===== src/sv/pscr_pkg.sv =====
// Package for the polar scan to raster plotter: widths, constants, codes and shared types.
// No dependencies; every other file of the block imports it.
`default_nettype none

package pscr_pkg;

    // Defaults for top-level parameters
    localparam int PPM_DEF         = 100;
    localparam int FW_DEF          = 12;
    localparam int FH_DEF          = 6;
    localparam int MAX_SAMPLES_DEF = 4096;

    // Field widths
    localparam int RANGE_W = 16;
    localparam int STEP_W  = 20;
    localparam int IDX_W   = 12;
    localparam int PX_W    = 11;
    localparam int PY_W    = 10;
    localparam int LIM_W   = 17;

    // Configuration port
    localparam int CFG_IDX_W  = 1;
    localparam int CFG_DATA_W = 20;
    localparam logic [CFG_IDX_W-1:0] CFG_MAX_RANGE  = 1'b0;
    localparam logic [CFG_IDX_W-1:0] CFG_ANGLE_STEP = 1'b1;
    localparam logic [RANGE_W-1:0]   MAX_RANGE_RST  = 16'd5000;
    localparam logic [STEP_W-1:0]    ANGLE_STEP_RST = 20'd18302;

    // Angle arithmetic, 2^-20 rad
    localparam int ANG_W  = 32;
    localparam int REM_W  = 24;
    localparam int ZU_W   = 23;
    localparam int Z_W    = 24;
    localparam int VEC_W  = 32;
    localparam int RCP_2PI_W  = 10;
    localparam int RCP_2PI_SH = 32;
    localparam logic [ZU_W-1:0]       ANG_2PI     = 23'd6588397;
    localparam logic signed [Z_W-1:0] ANG_PI      = 24'sd3294199;
    localparam logic signed [Z_W-1:0] ANG_HALF_PI = 24'sd1647099;
    localparam logic signed [VEC_W-1:0] CORDIC_GAIN = 32'sd652032874;
    localparam int CORDIC_STEPS = 20;
    localparam logic [RCP_2PI_W-1:0] RCP_2PI =
        RCP_2PI_W'((64'd1 << RCP_2PI_SH) / 64'd6588397);

    // Projection
    localparam int MM_PER_M = 1000;
    localparam int Q_SH     = 30;
    localparam int PROD_W   = 49;
    localparam int PPM_W    = 10;
    localparam int N_W      = 60;
    localparam int T_W      = 25;
    localparam int Q_W      = 16;
    localparam int RCP_K_W  = 26;
    localparam int RCP_K_SH = 35;
    localparam logic [RCP_K_W-1:0] RCP_1000 =
        RCP_K_W'((64'd1 << RCP_K_SH) / 64'd1000);
    localparam int COORD_W  = 14;

    // Stamp slots, in emission order
    localparam int STAMP_N      = 5;
    localparam int STAMP_CENTER = 0;
    localparam int STAMP_LEFT   = 1;
    localparam int STAMP_RIGHT  = 2;
    localparam int STAMP_BELOW  = 3;
    localparam int STAMP_ABOVE  = 4;

    typedef struct packed {
        logic signed [VEC_W-1:0] x;
        logic signed [VEC_W-1:0] y;
        logic signed [Z_W-1:0]   z;
    } t_vec;

    typedef struct packed {
        logic [RANGE_W-1:0] range_mm;
        logic               ok;
        logic               last;
    } t_side;

    typedef struct packed {
        logic [COORD_W-1:0] x;
        logic [COORD_W-1:0] y;
        logic [STAMP_N-1:0] mask;
        logic               marker;
        logic               last;
    } t_stamp;

    function automatic logic signed [Z_W-1:0] atan_entry(input logic [4:0] i);
        logic signed [Z_W-1:0] v;
        unique case (i)
            5'd0:    v = 24'sd823550;
            5'd1:    v = 24'sd486170;
            5'd2:    v = 24'sd256879;
            5'd3:    v = 24'sd130396;
            5'd4:    v = 24'sd65451;
            5'd5:    v = 24'sd32757;
            5'd6:    v = 24'sd16383;
            5'd7:    v = 24'sd8192;
            5'd8:    v = 24'sd4096;
            5'd9:    v = 24'sd2048;
            5'd10:   v = 24'sd1024;
            5'd11:   v = 24'sd512;
            5'd12:   v = 24'sd256;
            5'd13:   v = 24'sd128;
            5'd14:   v = 24'sd64;
            5'd15:   v = 24'sd32;
            5'd16:   v = 24'sd16;
            5'd17:   v = 24'sd8;
            5'd18:   v = 24'sd4;
            5'd19:   v = 24'sd2;
            default: v = 24'sd0;
        endcase
        return v;
    endfunction

endpackage

`default_nettype wire


===== src/sv/pscr_out_if.sv =====
// Pixel channel: valid/ready plus one pixel result.
// Depends on pscr_pkg.
`default_nettype none

interface pscr_out_if import pscr_pkg::*; ();
    logic            valid;
    logic            ready;
    logic [PX_W-1:0] pixel_x;
    logic [PY_W-1:0] pixel_y;
    logic            pixel_valid;
    logic            last_of_run;
    logic            scan_done;

    modport source (output valid, output pixel_x, output pixel_y, output pixel_valid,
                    output last_of_run, output scan_done, input ready);
    modport sink   (input valid, input pixel_x, input pixel_y, input pixel_valid,
                    input last_of_run, input scan_done, output ready);
endinterface

`default_nettype wire


===== src/sv/pscr_stamp.sv =====
// Stamp serializer: holds one plotted point and sends its pixels one transfer per cycle while o_out is ready.
// Depends on pscr_pkg and pscr_out_if.
`default_nettype none

module pscr_stamp import pscr_pkg::*; (
    input  logic   i_clk,
    input  logic   i_rst_n,
    input  logic   i_valid,
    input  t_stamp i_item,
    output logic   o_take,
    pscr_out_if.source o_out
);

    logic [STAMP_N-1:0] r_mask;
    logic               r_marker;
    logic               r_last;
    logic [COORD_W-1:0] r_x;
    logic [COORD_W-1:0] r_y;

    logic [STAMP_N-1:0] w_sel;
    logic               w_fin;
    logic               w_busy;
    logic [COORD_W-1:0] w_px;
    logic [COORD_W-1:0] w_py;

    assign w_sel  = r_mask & (~r_mask + STAMP_N'(1));
    assign w_fin  = ((r_mask & ~w_sel) == '0);
    assign w_busy = (|r_mask) || r_marker;
    assign o_take = !w_busy || (o_out.ready && w_fin);

    always_comb begin
        w_px = r_x;
        w_py = r_y;
        priority if (w_sel[STAMP_LEFT]) begin
            w_px = r_x - COORD_W'(1);
        end else if (w_sel[STAMP_RIGHT]) begin
            w_px = r_x + COORD_W'(1);
        end else if (w_sel[STAMP_BELOW]) begin
            w_py = r_y + COORD_W'(1);
        end else if (w_sel[STAMP_ABOVE]) begin
            w_py = r_y - COORD_W'(1);
        end else begin
            w_px = r_x;
        end
    end

    always_ff @(posedge i_clk) begin
        if (!i_rst_n) begin
            r_mask   <= '0;
            r_marker <= 1'b0;
        end else if (o_take) begin
            r_mask   <= i_valid ? i_item.mask : '0;
            r_marker <= i_valid && i_item.marker;
        end else if (o_out.ready) begin
            r_mask   <= r_mask & ~w_sel;
            r_marker <= 1'b0;
        end
        if (o_take) begin
            r_x    <= i_item.x;
            r_y    <= i_item.y;
            r_last <= i_item.last;
        end
    end

    assign o_out.valid       = w_busy;
    assign o_out.pixel_x     = w_px[PX_W-1:0];
    assign o_out.pixel_y     = w_py[PY_W-1:0];
    assign o_out.pixel_valid = |r_mask;
    assign o_out.last_of_run = w_fin;
    assign o_out.scan_done   = w_fin && r_last;

endmodule

`default_nettype wire


===== src/flat_wrapper.sv =====
// flat-port wrapper written by rule: the top's interface ports become plain ports
module pscr_stamp_flat import pscr_pkg::*;
  (i_clk, i_rst_n, i_valid, i_item, o_take, o_out_valid, o_out_pixel_x, o_out_pixel_y, o_out_pixel_valid, o_out_last_of_run, o_out_scan_done, o_out_ready);
  pscr_out_if o_out_i ();
  input  logic i_clk;
  input  logic i_rst_n;
  input  logic i_valid;
  input  t_stamp i_item;
  output logic o_take;
  output wire logic [$bits(o_out_i.valid)-1:0] o_out_valid;
  output wire logic [$bits(o_out_i.pixel_x)-1:0] o_out_pixel_x;
  output wire logic [$bits(o_out_i.pixel_y)-1:0] o_out_pixel_y;
  output wire logic [$bits(o_out_i.pixel_valid)-1:0] o_out_pixel_valid;
  output wire logic [$bits(o_out_i.last_of_run)-1:0] o_out_last_of_run;
  output wire logic [$bits(o_out_i.scan_done)-1:0] o_out_scan_done;
  input wire logic [$bits(o_out_i.ready)-1:0] o_out_ready;
  assign o_out_valid = o_out_i.valid;
  assign o_out_pixel_x = o_out_i.pixel_x;
  assign o_out_pixel_y = o_out_i.pixel_y;
  assign o_out_pixel_valid = o_out_i.pixel_valid;
  assign o_out_last_of_run = o_out_i.last_of_run;
  assign o_out_scan_done = o_out_i.scan_done;
  assign o_out_i.ready = o_out_ready;
  pscr_stamp u_core (.i_clk(i_clk), .i_rst_n(i_rst_n), .i_valid(i_valid), .i_item(i_item), .o_take(o_take), .o_out(o_out_i));
endmodule

===== config.mk =====
export PLATFORM = sky130hd
export DESIGN_NAME = pscr_stamp_flat
export DESIGN_NICKNAME = d
export VERILOG_FILES = /design/src/sv/pscr_pkg.sv /design/src/sv/pscr_out_if.sv /design/src/sv/pscr_stamp.sv /design/src/flat_wrapper.sv
export SDC_FILE = /design/constraint.sdc
export NUM_CORES = 1
export LEC_CHECK = 0
export BUFFER_PORTS_ARGS = -buffer_cell sky130_fd_sc_hd__clkbuf_2
export CAP_MARGIN = 20
export CORE_MARGIN = 2
export CORE_UTILIZATION = 40
export CTS_CLUSTER_SIZE = 16
export DETAILED_ROUTE_END_ITERATION = 7
export PLACE_DENSITY = 0.65
export REMOVE_ABC_BUFFERS = 1
export SLEW_MARGIN = 5
export SYNTH_ARGS = -nofsm -noshare
export SYNTH_HDL_FRONTEND = slang
export SYNTH_SLANG_ARGS = --single-unit

===== constraint.sdc =====
create_clock -name i_clk -period 7.3 [get_ports i_clk]
set_input_delay 0.73 -clock i_clk [delete_from_list [all_inputs] [get_ports i_clk]]
set_output_delay 0.73 -clock i_clk [all_outputs]
set_load 0.01 [all_outputs]

==> impl_results.md <==
- Status: completed
- Share of post-route cells with drive strength above 1: 29.78%
- Mean Syn Cell Area: about 10 µm²
- Chip width: between 60 and 70 µm
- CP required: 6.57 ns
- Clock root cell: clkbuf_8
- Post-Route Skew: about 0.0023 ns
- Fin crit share: about 42%
- Die H: about 70 µm
- Routed wire per std cell: 13.62 µm
- Fin. max-slew vios: 0
- Clk slew on worst S/H paths: roughly 0.1 ns
- Post-cts resize count: 0
- Top cell type's share of synthesized area: about two fifths
- Post-synth EDFFs: 22
- First-pass GRT wire length: 6258 µm
- Worst path arrival time: 2.35 ns
- Core area: ~0.0041 mm²
- Critical Path Start Type: flop
- Initial DRC Count: 70
- Synthesized area: roughly 0.0017 mm²
- Crit end category: output pin
- Drt via density: 5.335
- Hold Fails Final Rpt: 0
- Initial Utilization: between 40% and 50%
- Die ar.: approximately 0.0049 mm²
- R2R setup slack: 5.23 ns
- Worst setup path class: flop to output pin
- Post-CTS Hold Buffers: 0
- GPL Wtd Cong: roughly 0.84
- Slew @ Worst Pin: around 0.77 ns
- Worst slew margin: 48.80%
- Reg2reg start: u_core.r_mask[1]
- Leading area contributor after synthesis: edfxtp_1
- Total GRT Usage: approximately 16%
- Min Tclk post-route: a little over 3 ns
- R2R depth: 4
- Largest net degree at the start of global routing: 24
- Final ANT Viol Nets: 0
- CP endpoint: o_out_pixel_y[8]
- Yosys reg bits: 28
- # fillers: 401
- Post-synth top flop: edfxtp_1
- Post-DP HPWL: between 2000 and 3000 µm
- Buffers on Ports: 57
- Clk sinks: 28
- Post-synth cell types: 47
- CTS Buf Count: 3
- Pwr Density: approximately 220 mW/mm²
- Post-CTS Setup Inserts: 0
- Max clock buf depth: 2
- CTS tree: built
- Leak pwr: 0.8917 nW
- Final setup fails: 0
- Total Neg Setup Slack: 0 ns
- GR Overflow Total: 0
- Seq/Total Area, Yosys: approximately 45%
- Synth Warn #: 0
- Worst vdd ir: between 0.1 and 0.15 mV
- Vias in the first global route: ~1.4k
- Sequential cell area: around 780 µm²
- Max_cap viols: 0
- Area of the multi-input gates: roughly 900 µm²
- Worst-skew pair later-pin latency: 0.27 ns
- Layout Nets: 269
- Critical Path Source: u_core.r_mask[3]
- DRT Wirelength: ~3700 µm
- Std cell rows: 23
- RSZ-0062 raised after global routing: false
- Max FO, Critical Path: 16
- Diodes inserted: 0
- Fmax: about 0.32 GHz
- Synth async-reset ratio: 0%
- End of the worst register-to-register path: u_core.r_x[7]
- Most frequent cell after synthesis: edfxtp_1
- Worst hold path type: flop to flop
- # DRC: 0
- Total number of vias: approximately 1.5k
- Top cells by area, synth: edfxtp_1 (38%), dfxtp_1 (6.9%), xor2_1 (5.1%)
- 1st-pass router iterations: 4
- I/O Pins: between 60 and 70
- Area growth, synth to finish: 21.52%
- Total number of H-tree levels: 1
- Final core utilization: just over 50%
- List of most frequent post-synthesis cells: edfxtp_1 (22), nor2_1 (13), nand2_1 (10), xor2_1 (10), xnor2_1 (9)
- Cell count after synthesis: 170
- Initial antenna violation count: 0
## state kept, by name, summed over array words and instances, names as in the netlist
register,cells
u_core.r_last,1
u_core.r_marker,1
u_core.r_y,10
u_core.r_mask,5
u_core.r_x,11
## per-stage QoR
step                hold slack, ns  total power, mW  worst slack [ns]  instances  area [µm²]
floorplan                   0.4588           0.3192             4.267        163        1703
CTS                         0.5218           0.4675             4.219        275        2106
finish                      0.5191           0.4629             4.223        275        2106
global route                0.5571           0.4934             4.073        275        2106
detailed placement          0.4933           0.3805             4.525        271        2061
global placement            0.4923           0.3788             4.577        271        2061
## report_power, final
group | switching, mW | total [mW] | internal [mW]
clock | 0.0490 | 0.0868 | 0.0378
combinational | 0.0767 | 0.141 | 0.0646
sequential | 0.0330 | 0.235 | 0.202
## layer usage
metal  part of all wire [%]  global-route usage (%)  routed length (µm)
met1                     50                   22.20                1856
met2                     44                   23.60                1640
met3                    5.6                   3.488                 208
met4                    1.1                   4.487                  40
met5                      0                       0                   0
## layout by cell type, fill, tap and decap left out, drive strengths merged, types with 2 or more instances in the layout
cell type   n
nand3       4
nand2      10
a22o        2
clkbuf     60
a211oi      3
and3        4
and4        4
nand4       3
nor3b       2
xnor2       9
or3         7
ha          4
edfxtp     22
xor2       10
nor4        2
nor4bb      2
o21ai       2
o22ai       3
nand2b      3
inv         7
and2        4
a32o        3
o31a        2
or2         2
nor2b       2
a21oi       8
nor2       13
nor3        5
dfxtp       6
nor4b       2
## cell type report
cell class                      count  share of cell area [%]
Timing Repair Buffer               58                   13.90
Inverter                            7                   1.248
Sequential cell                    28                   37.08
Clock buffer                        3                   1.961
Tap cell                           50                   2.971
Clock inverter                      1                  0.1783
Multi-Input combinational cell    128                   42.66
## how the worst min path moves through the flow
stage,from,endpoint,slack (ns),cells past startpoint
after floorplan,u_core.r_marker,u_core.r_marker,0.46,1
after global placement,u_core.r_marker,u_core.r_marker,0.49,1
after detailed placement,u_core.r_marker,u_core.r_marker,0.49,1
after CTS,u_core.r_marker,u_core.r_marker,0.52,1
after global routing,u_core.r_marker,u_core.r_marker,0.56,1
final,u_core.r_marker,u_core.r_marker,0.52,1
## critical path, stage by stage (launching register included)
cell      delay [ns]
dfxtp_1         0.61
nor4b_2         0.72
nand3_1         0.17
a211oi_2        0.28
xor2_1          0.15
clkbuf_2        0.14
## cell families (layout without fill, tap and decap cells)
family | Yosys count | after routing | share of synthesized area, %
AO/OA/AOI/OAI | 31 | 31 | 13.21
XOR/XNOR | 19 | 19 | 9.603
buffers and inverters | 14 | 69 | 3.249
AND/OR/NAND/NOR | 73 | 73 | 25.42
adder cells (fa/ha/maj) | 5 | 5 | 3.466
flip-flops | 28 | 28 | 45.05
Power figures use the tool's default switching activity.
